==> config.mk <==
export PLATFORM = sky130hd
export DESIGN_NAME = four_digit_led_frame_sequencer
export DESIGN_NICKNAME = d
export VERILOG_FILES = /design/src/rtl/core/flseq_pkg.sv /design/src/rtl/core/four_digit_led_frame_sequencer.sv /design/src/rtl/core/flseq_fifo.sv /design/src/rtl/core/flseq_front.sv /design/src/rtl/core/flseq_back.sv
export SDC_FILE = /design/constraint.sdc
export NUM_CORES = 1
export LEC_CHECK = 0
export BUFFER_PORTS_ARGS = -buffer_cell sky130_fd_sc_hd__buf_2
export CORE_MARGIN = 4
export CORE_UTILIZATION = 51
export CTS_CLUSTER_DIAMETER = 60
export DETAILED_ROUTE_END_ITERATION = 16
export GPL_TIMING_DRIVEN = 1
export PLACE_DENSITY = 0.78
export SYNTH_ARGS = -nofsm -noshare
export SYNTH_HDL_FRONTEND = slang
export SYNTH_SLANG_ARGS = --single-unit
==> constraint.sdc <==
create_clock -name clk -period 3.9 [get_ports clk]
set_input_delay 0.39 -clock clk [delete_from_list [all_inputs] [get_ports clk]]
set_output_delay 0.39 -clock clk [all_outputs]
set_load 0.02 [all_outputs]
==> src/rtl/core/flseq_pkg.sv <==
// shared types, constants and helper functions of the led frame sequencer
// no dependencies; every other file but flseq_fifo imports this package
package flseq_pkg;

    // payload widths
    localparam int unsigned MODE_W   = 2;
    localparam int unsigned VALUE_W  = 14;
    localparam int unsigned BYTE_W   = 8;
    localparam int unsigned BRIGHT_W = 3;
    localparam int unsigned DATA_W   = 32;
    localparam int unsigned ADDR_W   = 2;

    // default build settings
    localparam int unsigned NUM_DIGITS_DEF = 4;
    localparam int unsigned FIFO_DEPTH_DEF = 2;

    // command modes
    localparam logic [MODE_W-1:0] MODE_SHOW = 2'd0;
    localparam logic [MODE_W-1:0] MODE_ON   = 2'd1;
    localparam logic [MODE_W-1:0] MODE_OFF  = 2'd2;

    // register map
    localparam logic [ADDR_W-1:0]   ADDR_BRIGHTNESS = 2'd0;
    localparam logic [BRIGHT_W-1:0] BRIGHT_RESET    = 3'd1;

    // control bytes sent to the display driver
    localparam logic [BYTE_W-1:0] BYTE_WRITE_MODE = 8'h40;
    localparam logic [BYTE_W-1:0] BYTE_ADDR_START = 8'hC0;
    localparam logic [BYTE_W-1:0] BYTE_DISP_ON    = 8'h88;
    localparam logic [BYTE_W-1:0] BYTE_POWER_ON   = 8'h8F;
    localparam logic [BYTE_W-1:0] BYTE_POWER_OFF  = 8'h80;

    // input beat
    typedef struct packed {
        logic [MODE_W-1:0]  mode;
        logic [VALUE_W-1:0] value;
    } in_item_t;

    // result beat
    typedef struct packed {
        logic [BYTE_W-1:0] data_byte;
        logic              start_before;
        logic              stop_after;
        logic              last;
    } out_item_t;

    // classified command between front and back
    typedef struct packed {
        logic [MODE_W-1:0]  mode;
        logic [VALUE_W-1:0] value;
    } cmd_t;

    // ten to the power k, for elaboration-time constants
    function automatic int unsigned pow10_int(input int unsigned k);
        int unsigned acc;
        acc = 1;
        for (int unsigned i = 0; i < k; i++)
        begin
            acc = acc * 10;
        end
        return acc;
    endfunction

    // standard seven-segment pattern of one decimal digit
    function automatic logic [BYTE_W-1:0] seg_pattern(input logic [3:0] digit);
        logic [BYTE_W-1:0] pat;
        case (digit)
            4'd0:    pat = 8'h3F;
            4'd1:    pat = 8'h06;
            4'd2:    pat = 8'h5B;
            4'd3:    pat = 8'h4F;
            4'd4:    pat = 8'h66;
            4'd5:    pat = 8'h6D;
            4'd6:    pat = 8'h7D;
            4'd7:    pat = 8'h07;
            4'd8:    pat = 8'h7F;
            4'd9:    pat = 8'h6F;
            default: pat = 8'h00;
        endcase
        return pat;
    endfunction

endpackage

==> src/rtl/core/four_digit_led_frame_sequencer.sv <==
// Frame sequencer for a two-wire four-digit seven-segment LED driver. Commands
// enter through a queue-style push/full port and framed bytes leave through an
// empty/pop port; each frame flags whether a start condition comes before and a
// stop after its byte, and the last frame of a command is marked. A show
// command yields NUM_DIGITS + 3 frames (seven at the default width) and a power
// command one frame; the back end emits one frame per cycle while the result
// queue has room, and takes the next command in the same cycle as the previous
// one's last frame. Values above the largest displayable number clamp to all
// nines. Brightness is a 3-bit register at byte address 0 of the APB port,
// reset to 1, and must only be written while no command is in flight.

// top level: config register, front end, command queue, back end, result queue
// depends on flseq_pkg, flseq_fifo, flseq_front and flseq_back
module four_digit_led_frame_sequencer #(
    parameter int unsigned NUM_DIGITS = flseq_pkg::NUM_DIGITS_DEF,
    parameter int unsigned FIFO_DEPTH = flseq_pkg::FIFO_DEPTH_DEF
) (
    input  logic                          clk,
    input  logic                          rst_n,
    input  logic                          push,
    output logic                          full,
    input  flseq_pkg::in_item_t           command,
    input  logic                          pop,
    output logic                          empty,
    output flseq_pkg::out_item_t          frame,
    input  logic                          psel,
    input  logic                          penable,
    input  logic                          pwrite,
    input  logic [flseq_pkg::ADDR_W-1:0]  paddr,
    input  logic [flseq_pkg::DATA_W-1:0]  pwdata,
    output logic [flseq_pkg::DATA_W-1:0]  prdata,
    output logic                          pready
);

    import flseq_pkg::*;

    logic [BRIGHT_W-1:0] bright_reg;
    logic                cfg_write;
    logic                cmd_push;
    logic                cmd_full;
    logic                cmd_empty;
    logic                cmd_pop;
    cmd_t                cmd_in;
    cmd_t                cmd_out;
    logic                res_push;
    logic                res_full;
    out_item_t           res_in;

    // configuration port
    assign pready    = 1'b1;
    assign cfg_write = psel && penable && pwrite && (paddr == ADDR_BRIGHTNESS);
    assign prdata    = (paddr == ADDR_BRIGHTNESS) ? DATA_W'(bright_reg) : '0;

    always_ff @(posedge clk or negedge rst_n)
    begin
        if (!rst_n)
        begin
            bright_reg <= BRIGHT_RESET;
        end
        else if (cfg_write)
        begin
            bright_reg <= pwdata[BRIGHT_W-1:0];
        end
    end

    // front end
    flseq_front #(
        .NUM_DIGITS (NUM_DIGITS)
    ) u_front (
        .command  (command),
        .push     (push),
        .full     (full),
        .cmd_push (cmd_push),
        .cmd_data (cmd_in),
        .cmd_full (cmd_full)
    );

    // command queue between front and back
    flseq_fifo #(
        .WIDTH ($bits(cmd_t)),
        .DEPTH (FIFO_DEPTH)
    ) u_cmd_fifo (
        .clk      (clk),
        .rst_n    (rst_n),
        .push     (cmd_push),
        .full     (cmd_full),
        .data_in  (cmd_in),
        .pop      (cmd_pop),
        .empty    (cmd_empty),
        .data_out (cmd_out)
    );

    // back end
    flseq_back #(
        .NUM_DIGITS (NUM_DIGITS)
    ) u_back (
        .clk        (clk),
        .rst_n      (rst_n),
        .cmd_empty  (cmd_empty),
        .cmd_data   (cmd_out),
        .cmd_pop    (cmd_pop),
        .brightness (bright_reg),
        .res_full   (res_full),
        .res_push   (res_push),
        .res_data   (res_in)
    );

    // result queue toward the serializer
    flseq_fifo #(
        .WIDTH ($bits(out_item_t)),
        .DEPTH (FIFO_DEPTH)
    ) u_res_fifo (
        .clk      (clk),
        .rst_n    (rst_n),
        .push     (res_push),
        .full     (res_full),
        .data_in  (res_in),
        .pop      (pop),
        .empty    (empty),
        .data_out (frame)
    );

endmodule

==> src/rtl/core/flseq_fifo.sv <==
// small register-based first-in first-out queue with full and empty flags
// depends on nothing; depth must be a power of two of at least two
module flseq_fifo #(
    parameter int unsigned WIDTH = 16,
    parameter int unsigned DEPTH = 2
) (
    input  logic             clk,
    input  logic             rst_n,
    input  logic             push,
    output logic             full,
    input  logic [WIDTH-1:0] data_in,
    input  logic             pop,
    output logic             empty,
    output logic [WIDTH-1:0] data_out
);

    localparam int unsigned PTR_W = $clog2(DEPTH);
    localparam int unsigned CNT_W = $clog2(DEPTH + 1);

    logic [WIDTH-1:0] store_reg [DEPTH];
    logic [PTR_W-1:0] wr_ptr_reg;
    logic [PTR_W-1:0] rd_ptr_reg;
    logic [CNT_W-1:0] count_reg;
    logic [CNT_W-1:0] count_next;
    logic             do_push;
    logic             do_pop;

    // flags and handshake qualification
    assign full     = (count_reg == CNT_W'(DEPTH));
    assign empty    = (count_reg == '0);
    assign do_push  = push && !full;
    assign do_pop   = pop && !empty;
    assign data_out = store_reg[rd_ptr_reg];

    // occupancy update
    always_comb
    begin
        count_next = count_reg;
        if (do_push && !do_pop)
        begin
            count_next = count_reg + CNT_W'(1);
        end
        else if (do_pop && !do_push)
        begin
            count_next = count_reg - CNT_W'(1);
        end
    end

    // pointers and count
    always_ff @(posedge clk or negedge rst_n)
    begin
        if (!rst_n)
        begin
            wr_ptr_reg <= '0;
            rd_ptr_reg <= '0;
            count_reg  <= '0;
        end
        else
        begin
            if (do_push)
            begin
                wr_ptr_reg <= wr_ptr_reg + PTR_W'(1);
            end
            if (do_pop)
            begin
                rd_ptr_reg <= rd_ptr_reg + PTR_W'(1);
            end
            count_reg <= count_next;
        end
    end

    // payload storage
    always_ff @(posedge clk)
    begin
        if (do_push)
        begin
            store_reg[wr_ptr_reg] <= data_in;
        end
    end

endmodule

==> src/rtl/core/flseq_front.sv <==
// command front end: drops unused modes and clamps the display value
// depends on flseq_pkg
module flseq_front #(
    parameter int unsigned NUM_DIGITS = 4
) (
    input  flseq_pkg::in_item_t command,
    input  logic                push,
    output logic                full,
    output logic                cmd_push,
    output flseq_pkg::cmd_t     cmd_data,
    input  logic                cmd_full
);

    import flseq_pkg::*;

    localparam int unsigned VAL_MAX = pow10_int(NUM_DIGITS) - 1;

    logic known_mode;
    logic too_big;

    // back pressure comes straight from the command queue
    assign full = cmd_full;

    // mode three carries no work and is dropped on acceptance
    always_comb
    begin
        known_mode = command.mode inside {MODE_SHOW, MODE_ON, MODE_OFF};
        cmd_push   = push && !cmd_full && known_mode;
    end

    // clamp values past the largest number the digits can show
    always_comb
    begin
        too_big        = (32'(command.value) > 32'(VAL_MAX));
        cmd_data.mode  = command.mode;
        cmd_data.value = too_big ? VALUE_W'(VAL_MAX) : command.value;
    end

endmodule

==> src/rtl/core/flseq_back.sv <==
// frame back end: expands one command into framed bytes, one per cycle unless
// res_full; depends on flseq_pkg; digits come out most significant first
module flseq_back #(
    parameter int unsigned NUM_DIGITS = 4
) (
    input  logic                             clk,
    input  logic                             rst_n,
    input  logic                             cmd_empty,
    input  flseq_pkg::cmd_t                  cmd_data,
    output logic                             cmd_pop,
    input  logic [flseq_pkg::BRIGHT_W-1:0]   brightness,
    input  logic                             res_full,
    output logic                             res_push,
    output flseq_pkg::out_item_t             res_data
);

    import flseq_pkg::*;

    localparam int unsigned WEIGHT     = pow10_int(NUM_DIGITS - 1);
    localparam int unsigned REM_W      = $clog2(pow10_int(NUM_DIGITS));
    localparam int unsigned EXT_W      = REM_W + 4;
    localparam int unsigned FRAME_W    = $clog2(NUM_DIGITS + 3);
    localparam int unsigned LAST_FRAME = NUM_DIGITS + 2;
    localparam int unsigned LAST_DIGIT = NUM_DIGITS + 1;

    logic               busy_reg;
    logic               busy_next;
    logic [MODE_W-1:0]  mode_reg;
    logic [MODE_W-1:0]  mode_next;
    logic [REM_W-1:0]   rem_reg;
    logic [REM_W-1:0]   rem_next;
    logic [FRAME_W-1:0] frame_reg;
    logic [FRAME_W-1:0] frame_next;

    logic               emit;
    logic               is_last;
    logic               digit_frame;
    logic [3:0]         digit;
    logic [EXT_W-1:0]   rem_ext;
    logic [EXT_W-1:0]   sub_val;
    logic [EXT_W-1:0]   rem_low;
    logic [EXT_W-1:0]   rem_shift;

    // leading digit of the remainder by parallel compares against j * weight
    always_comb
    begin
        rem_ext = EXT_W'(rem_reg);
        digit   = 4'd0;
        sub_val = '0;
        for (int j = 1; j <= 9; j++)
        begin
            if (rem_ext >= EXT_W'(j * WEIGHT))
            begin
                digit   = 4'(j);
                sub_val = EXT_W'(j * WEIGHT);
            end
        end
        rem_low   = rem_ext - sub_val;
        rem_shift = (rem_low << 3) + (rem_low << 1);
    end

    // frame position decode
    always_comb
    begin
        digit_frame = (frame_reg >= FRAME_W'(2)) && (frame_reg <= FRAME_W'(LAST_DIGIT));
        is_last     = (mode_reg != MODE_SHOW) || (frame_reg == FRAME_W'(LAST_FRAME));
        emit        = busy_reg && !res_full;
        res_push    = emit;
    end

    // frame contents
    always_comb
    begin
        res_data.data_byte    = BYTE_DISP_ON | BYTE_W'(brightness);
        res_data.start_before = 1'b1;
        res_data.stop_after   = 1'b1;
        res_data.last         = 1'b1;
        case (mode_reg)
            MODE_ON:
            begin
                res_data.data_byte = BYTE_POWER_ON;
            end
            MODE_OFF:
            begin
                res_data.data_byte = BYTE_POWER_OFF;
            end
            default:
            begin
                if (frame_reg == FRAME_W'(0))
                begin
                    res_data.data_byte = BYTE_WRITE_MODE;
                    res_data.last      = 1'b0;
                end
                else if (frame_reg == FRAME_W'(1))
                begin
                    res_data.data_byte  = BYTE_ADDR_START;
                    res_data.stop_after = 1'b0;
                    res_data.last       = 1'b0;
                end
                else if (digit_frame)
                begin
                    res_data.data_byte    = seg_pattern(digit);
                    res_data.start_before = 1'b0;
                    res_data.stop_after   = (frame_reg == FRAME_W'(LAST_DIGIT));
                    res_data.last         = 1'b0;
                end
            end
        endcase
    end

    // sequencing: take the next command in the same cycle the last frame leaves
    always_comb
    begin
        cmd_pop    = !cmd_empty && (!busy_reg || (emit && is_last));
        busy_next  = busy_reg;
        mode_next  = mode_reg;
        rem_next   = rem_reg;
        frame_next = frame_reg;
        if (cmd_pop)
        begin
            busy_next  = 1'b1;
            mode_next  = cmd_data.mode;
            rem_next   = REM_W'(cmd_data.value);
            frame_next = '0;
        end
        else if (emit && is_last)
        begin
            busy_next = 1'b0;
        end
        else if (emit)
        begin
            frame_next = frame_reg + FRAME_W'(1);
            if (digit_frame)
            begin
                rem_next = REM_W'(rem_shift);
            end
        end
    end

    // control state
    always_ff @(posedge clk or negedge rst_n)
    begin
        if (!rst_n)
        begin
            busy_reg  <= 1'b0;
            frame_reg <= '0;
        end
        else
        begin
            busy_reg  <= busy_next;
            frame_reg <= frame_next;
        end
    end

    // command payload
    always_ff @(posedge clk)
    begin
        mode_reg <= mode_next;
        rem_reg  <= rem_next;
    end

endmodule

### Word level (Yosys, flattened, before mapping)

Memory sizes are Yosys's and may differ from the RTL's.
Index checks and enable logic that the tools add are counted.

| storage, ports and cells | value |
|---|---|
| register bits | 31 |
| RAM bits | 54 |
| memory bits (read-only) | 112 |
| word-level logic and storage cells | 136 |
| memories | 3 |

| cells by class | value |
|---|---|
| add/subtract/negate cells | 11 |
| $lt $le $gt $ge | 12 |
| equality and inequality tests | 10 |
| multiplexer cells | 46 |
| reduce and logical (&&, ||, !) cells | 43 |

Memory list:

| name | depth | width | read ports | clocked after Yosys merged registers in | write ports | line | RTL |
|---|---|---|---|---|---|---|---|
| (no name shown) | 16 | 7 | 1 | 0 | 0 | flseq_pkg.sv:67 | `case (digit)` |
| u_cmd_fifo.store_reg | 2 | 16 | 1 | 0 | 1 | flseq_fifo.sv:20 | `logic [WIDTH-1:0] store_reg [DEPTH];` |
| u_res_fifo.store_reg | 2 | 11 | 1 | 0 | 1 | flseq_fifo.sv:20 |  |

Operator list:

| cell | count |
|---|---|
| 13-bit two-way mux | 7 |
| 14-bit two-way mux | 5 |
| 14-bit by 13-bit greater-or-equal comparator with 1-bit output (second input constant) | 4 |
| 4-bit two-way mux | 8 |
| 14-bit by 12-bit greater-or-equal comparator with 1-bit output (second input constant) | 2 |
| 11-bit two-way mux | 2 |
| 1-bit logical AND | 17 |
| 8-bit two-way mux | 2 |
| 8-bit case mux with 2 select lines | 1 |
| 3-bit two-way mux | 5 |
| 14-bit adder | 1 |
| 14-bit by 10-bit greater-or-equal comparator with 1-bit output (second input constant) | 1 |
| 14-bit by 11-bit greater-or-equal comparator with 1-bit output (second input constant) | 1 |
| 14-bit greater-or-equal comparator (second input constant) | 1 |
| 14-bit > comparator (second input constant) | 1 |
| 13-bit subtractor | 1 |
| 2-bit two-way mux | 6 |
| 2-bit nonzero test | 6 |
| 10-bit two-way mux | 1 |
| 1-bit logical NOT | 9 |
| 1-bit two-way mux | 9 |
| 2-bit == test (second input constant) | 4 |
| 2-bit logical NOT | 4 |
| 3-bit == test (second input constant) | 2 |
| other kinds (15) | 22 |

### Longest topological paths before layout

| depth | value |
|---|---|
| depth after elaboration | 16 |
| gate-level depth with buffers | 24 |
| mapped depth without buffers | 23 |

### Cells and area by module

From an unflattened synthesis, not the netlist that was laid out.

| unflattened totals | value |
|---|---|
| cells, all modules | 475 |
| area total of the unflattened synthesis | 5403.9 µm² |

Modules (own cells, without submodules):

| module | times used | cells each | area each (µm²) | seq. area each (µm²) |
|---|---|---|---|---|
| flseq_back | 1 | 283 | 2428.6 | 580.6 |
| flseq_fifo (u_cmd_fifo) | 1 | 69 | 1402.6 | 1061.0 |
| flseq_fifo (u_res_fifo) | 1 | 53 | 991.0 | 760.7 |
| four_digit_led_frame_sequencer | 1 | 43 | 384.1 | 76.3 |
| flseq_front | 1 | 27 | 197.7 | 0.0 |

### Worst setup path after synthesis

Ideal clock, no wire load.

| timing | value |
|---|---|
| path type | register to register |
| start point | register u_back.rem_reg[4] |
| end point | register u_back.rem_reg[13] (data pin) |
| setup time | 255 ps |
| arrival time | 4076 ps |
| data required time | 3645 ps |
| path slack | -431 ps |
| stages on the path, launching flop included | 23 |
| buffers on the path | 1 |
| clock period less this slack | 4331 ps |
| cells stage by stage | edfxtp_1 clkbuf_1 o21ai_0 nor2_1 nor4_1 o211ai_1 o21a_1 nor2_1 ha_1 fa_1 inv_1 a21o_1 a21oi_1 o21bai_1 a21oi_1 xnor2_1 ha_1 o21ai_0 nand2b_1 o211ai_1 a211o_1 a211o_1 a31o_1 |

| between the ends | value |
|---|---|
| cells in the longest elaborated chain, start to end | 16 |

Ends and longest elaborated chain:

| element | line | RTL |
|---|---|---|
| start: declaration | flseq_back.sv:30 | `logic [REM_W-1:0] rem_reg;` |
| start signal: assignment | flseq_back.sv:159 | `rem_reg <= rem_next;` |
| 14-bit by 10-bit greater-or-equal comparator with 1-bit output | flseq_back.sv:52 | `if (rem_ext >= EXT_W'(j * WEIGHT))` |
| 10-bit two-way mux | flseq_back.sv:52 |  |
| 11-bit two-way mux | flseq_back.sv:52 |  |
| 13-bit two-way mux (7 in a row) | flseq_back.sv:52 |  |
| 13-bit subtractor * | flseq_back.sv:58 | `rem_low = rem_ext - sub_val;` |
| 14-bit adder * | flseq_back.sv:59 | `rem_shift = (rem_low << 3) + (rem_low << 1);` |
| 14-bit two-way mux * | flseq_back.sv:133 | `if (digit_frame)` |
| 14-bit two-way mux * | flseq_back.sv:130 | `else if (emit)` |
| 14-bit two-way mux * | flseq_back.sv:126 | `else if (emit && is_last)` |
| 14-bit two-way mux * | flseq_back.sv:119 | `if (cmd_pop)` |
| via u_back.rem_next[13] | flseq_back.sv:31 | `logic [REM_W-1:0] rem_next;` |

The timed path passes the listed nets; every way through them passes the cells marked *. The select of a mux whose other input is x is not followed.
A chain may end at the register's enable or synchronous reset.

### Worst setup path after layout

Same ends and word-level chain as after synthesis.

==> results.sh <==
export IMPL_syn_instance_count=488
export IMPL_drt_total_wl_um=10800
export IMPL_drive_gt1_frac=0.320
export IMPL_yosysMostFrequentCell="edfxtp_1"
export IMPL_largest_reg_flops=32
export IMPL_yosys_warnings=0
export IMPL_worst_pin_slew_ns=1.02
export IMPL_violations="negative setup slack"
export IMPL_gp_congestion=0.918
export IMPL_grt_max_degree=30
export IMPL_synth_edf_count=70
export IMPL_remaining_drc_errors=0
export IMPL_antenna_found_initial=0
export IMPL_syn_area_um2=5240
export IMPL_yosys_most_used_dff="edfxtp_1"
export IMPL_dieWidth_um=109
export IMPL_area_growth_syn_to_layout_pct=23.5
export IMPL_core_area_um2=9860
export IMPL_cp_end_kind="flip-flop"
export IMPL_clk_latency_ns=0.36
export IMPL_required_ns=4.03
export IMPL_report_final_slew_viol_count=0
export IMPL_nets=704
export IMPL_die_area_um2=12000
export IMPL_hold_violations=0
export IMPL_synth_async_reset_ratio=0.176
export IMPL_netlist_top_cells_count="70 x edfxtp_1, 32 x ha_1, 32 x o21ai_0, 31 x nand2_1, 31 x nor2_1"
export IMPL_min_path_type="in -> reg"
export IMPL_num_io_pins=103
export IMPL_slew_headroom=0.311
export IMPL_place_hpwl_um=8120
export IMPL_io_buffers=43
export IMPL_wl_per_cell_um=14.4
export IMPL_post_place_ws_ns=-0.389
export IMPL_drtAntennaViolNets=0
export IMPL_rsz0062_at_grt="yes"
export IMPL_n_antenna_cell=0
export IMPL_synth_ff_latch_count=85
export IMPL_seq_area_frac_synth=0.473
export IMPL_crit_fanout=4
export IMPL_start_kind="flip-flop"
export IMPL_path_clk_slew_ns=0.10
export IMPL_via_count=3922
export IMPL_cts_inserted_buffers=9
export IMPL_drv_cap=0
export IMPL_post_synth_top_area_fraction=0.401
export IMPL_start_util=0.531
export IMPL_fmax_ghz=0.235
export IMPL_die_h_um=109
export IMPL_grt_pass1_wl_um=17700
export IMPL_setup_viol=4
export IMPL_arrival_ns=4.39
export IMPL_min_period_over_period=1.09
export IMPL_synth_cell_types=59
export IMPL_cts_tree="yes"
export IMPL_dp_cells=723
export IMPL_grt_pass1_vias=3882
export IMPL_worst_slack_ns=-0.362
export IMPL_period_needed_ns=4.26
export IMPL_overflow=0
export IMPL_path_class="reg -> reg"
export IMPL_clk_path_buf_depth=2
export IMPL_layout_cells_non_filler=751
export IMPL_first_iter_violations=181
export IMPL_yosysTopAreaCell="edfxtp_1"
export IMPL_synth_avg_cell_area_um2=10.7
export IMPL_cts_htree_levels=3
export IMPL_track_usage=0.187
export IMPL_synthTopCellsByArea="edfxtp_1 40%, ha_1 7.6%, dfrtp_1 6.7%, buf_4 4.3%, mux2_2 3.4%"
export IMPL_final_cell_area_um2=6470
export IMPL_status="complete, but fails checks"
export IMPL_skew_ns=0.0176
export IMPL_routed_via_density=5.22
export IMPL_row_count=36
export IMPL_root_buffer="clkbuf_8"
export IMPL_cts_sinks=85
export IMPL_firstDrtPassIters=4
export IMPL_place_area_um2=6040
cell type report:
type | instances | area [µm²]
clock inverters | 7 | 63.8
repair buffers | 129 | 875
flip-flops and latches | 85 | 2480
fillers | 765 | 3400
well taps | 133 | 166
multi-input cells | 363 | 2670
inverters | 25 | 93.8
clock buffers | 9 | 124
cell families after synthesis:
logic type	count (synthesis)	synth area share
xor gates and xnor gates	21	0.0351
buffers and inverters	68	0.0703
AOI/OAI and AO/OA	116	0.143
DFF	85	0.473
muxes	32	0.0650
adders and majority gates	34	0.0841
other	2	0.00143
and+or+nand+nor	130	0.128
path summary, 6_finish.rpt:
check                                             startpoint                                     to  slack, ns  cells past startpoint
setup / recovery                 u_back.rem_reg[4]$_DFFE_PP_           u_back.rem_reg[13]$_DFFE_PP_      -0.36                     23
hold / removal                                   command[14]  u_cmd_fifo.store_reg[0][14]$_DFFE_PP_       0.24                      1
setup reg to reg                 u_back.rem_reg[4]$_DFFE_PP_           u_back.rem_reg[13]$_DFFE_PP_      -0.36                     23
hold reg to reg            u_res_fifo.wr_ptr_reg$_DFFE_PN0P_      u_res_fifo.wr_ptr_reg$_DFFE_PN0P_       0.50                      1
max in group asynchronous                              rst_n              bright_reg[0]$_DFFE_PN1P_       3.14                      2
min in group asynchronous                              rst_n        u_back.frame_reg[1]$_DFFE_PN0P_       0.46                      2
worst max-delay path, cell delays in order (launching register included):
cell and delay, ns:
edfxtp_1 0.47, nor4_2 0.29, o21ai_1 0.13, a21oi_1 0.21
nand2_1 0.07, o211ai_1 0.09, o21a_1 0.18, nor2_2 0.05
ha_2 0.19, fa_2 0.35, inv_2 0.05, a21o_1 0.11
a21oi_2 0.06, o21bai_1 0.16, a21oi_2 0.09, xnor2_1 0.21
ha_1 0.20, or3_4 0.13, nor2_1 0.03, o21ai_1 0.07
o211ai_1 0.14, a211o_1 0.27, a211o_1 0.26, a31o_1 0.21
layout by cell type, fill, tap and decap left out, types with 4 or more instances in the layout:
cell type,synthesis,final
o211ai_1,5,5
nand2b_1,13,12
xnor2_1,14,13
ha_1,32,27
a21o_1,9,9
clkbuf_8,0,9
and2_1,8,8
nor2_1,31,28
nand2_1,31,31
mux2_2,16,16
nand3b_1,4,4
o21ai_0,32,21
mux2i_1,16,16
o21bai_1,8,7
o31ai_1,4,4
xor2_1,7,7
nor2b_1,7,6
o21ai_1,1,10
buf_2,0,43
dfrtp_1,14,14
inv_1,25,23
a21oi_1,28,22
nor3_1,5,4
conb_1,2,30
buf_4,30,82
edfxtp_1,70,70
nand3_1,12,11
metal layers:
layer  track usage  vias to the layer above  share of wire
li1              -                     1963              -
met1         0.234                     1851           0.42
met2         0.332                       94           0.51
met3        0.0317                       14          0.050
met4        0.0552                        0          0.016
met5             0                        -              0
per-stage QoR:
step / util / hold WS (ns) / TNS (ns)
after floorplan: - / 0.0944 / -0.220
after global placement: 0.612 / 0.309 / -0.781
after detailed placement: 0.612 / 0.314 / -1.10
after CTS: 0.644 / 0.229 / -0.853
after global routing: 0.656 / 0.228 / -2.07
final: 0.656 / 0.241 / -1.02
what timing repair did:
action                                 4_1_cts  5_1_grt
setup buffers                                7        5
endpoints found under the hold margin       14        0
pin swaps                                   13       15
resized for setup                           20       19
hold buffers                                 1        0
setup endpoints to repair                    4        7
Power is left out: the tool's default activity adds up to more than one toggle a clock period on the data nets, which glitch-free logic cannot reach.
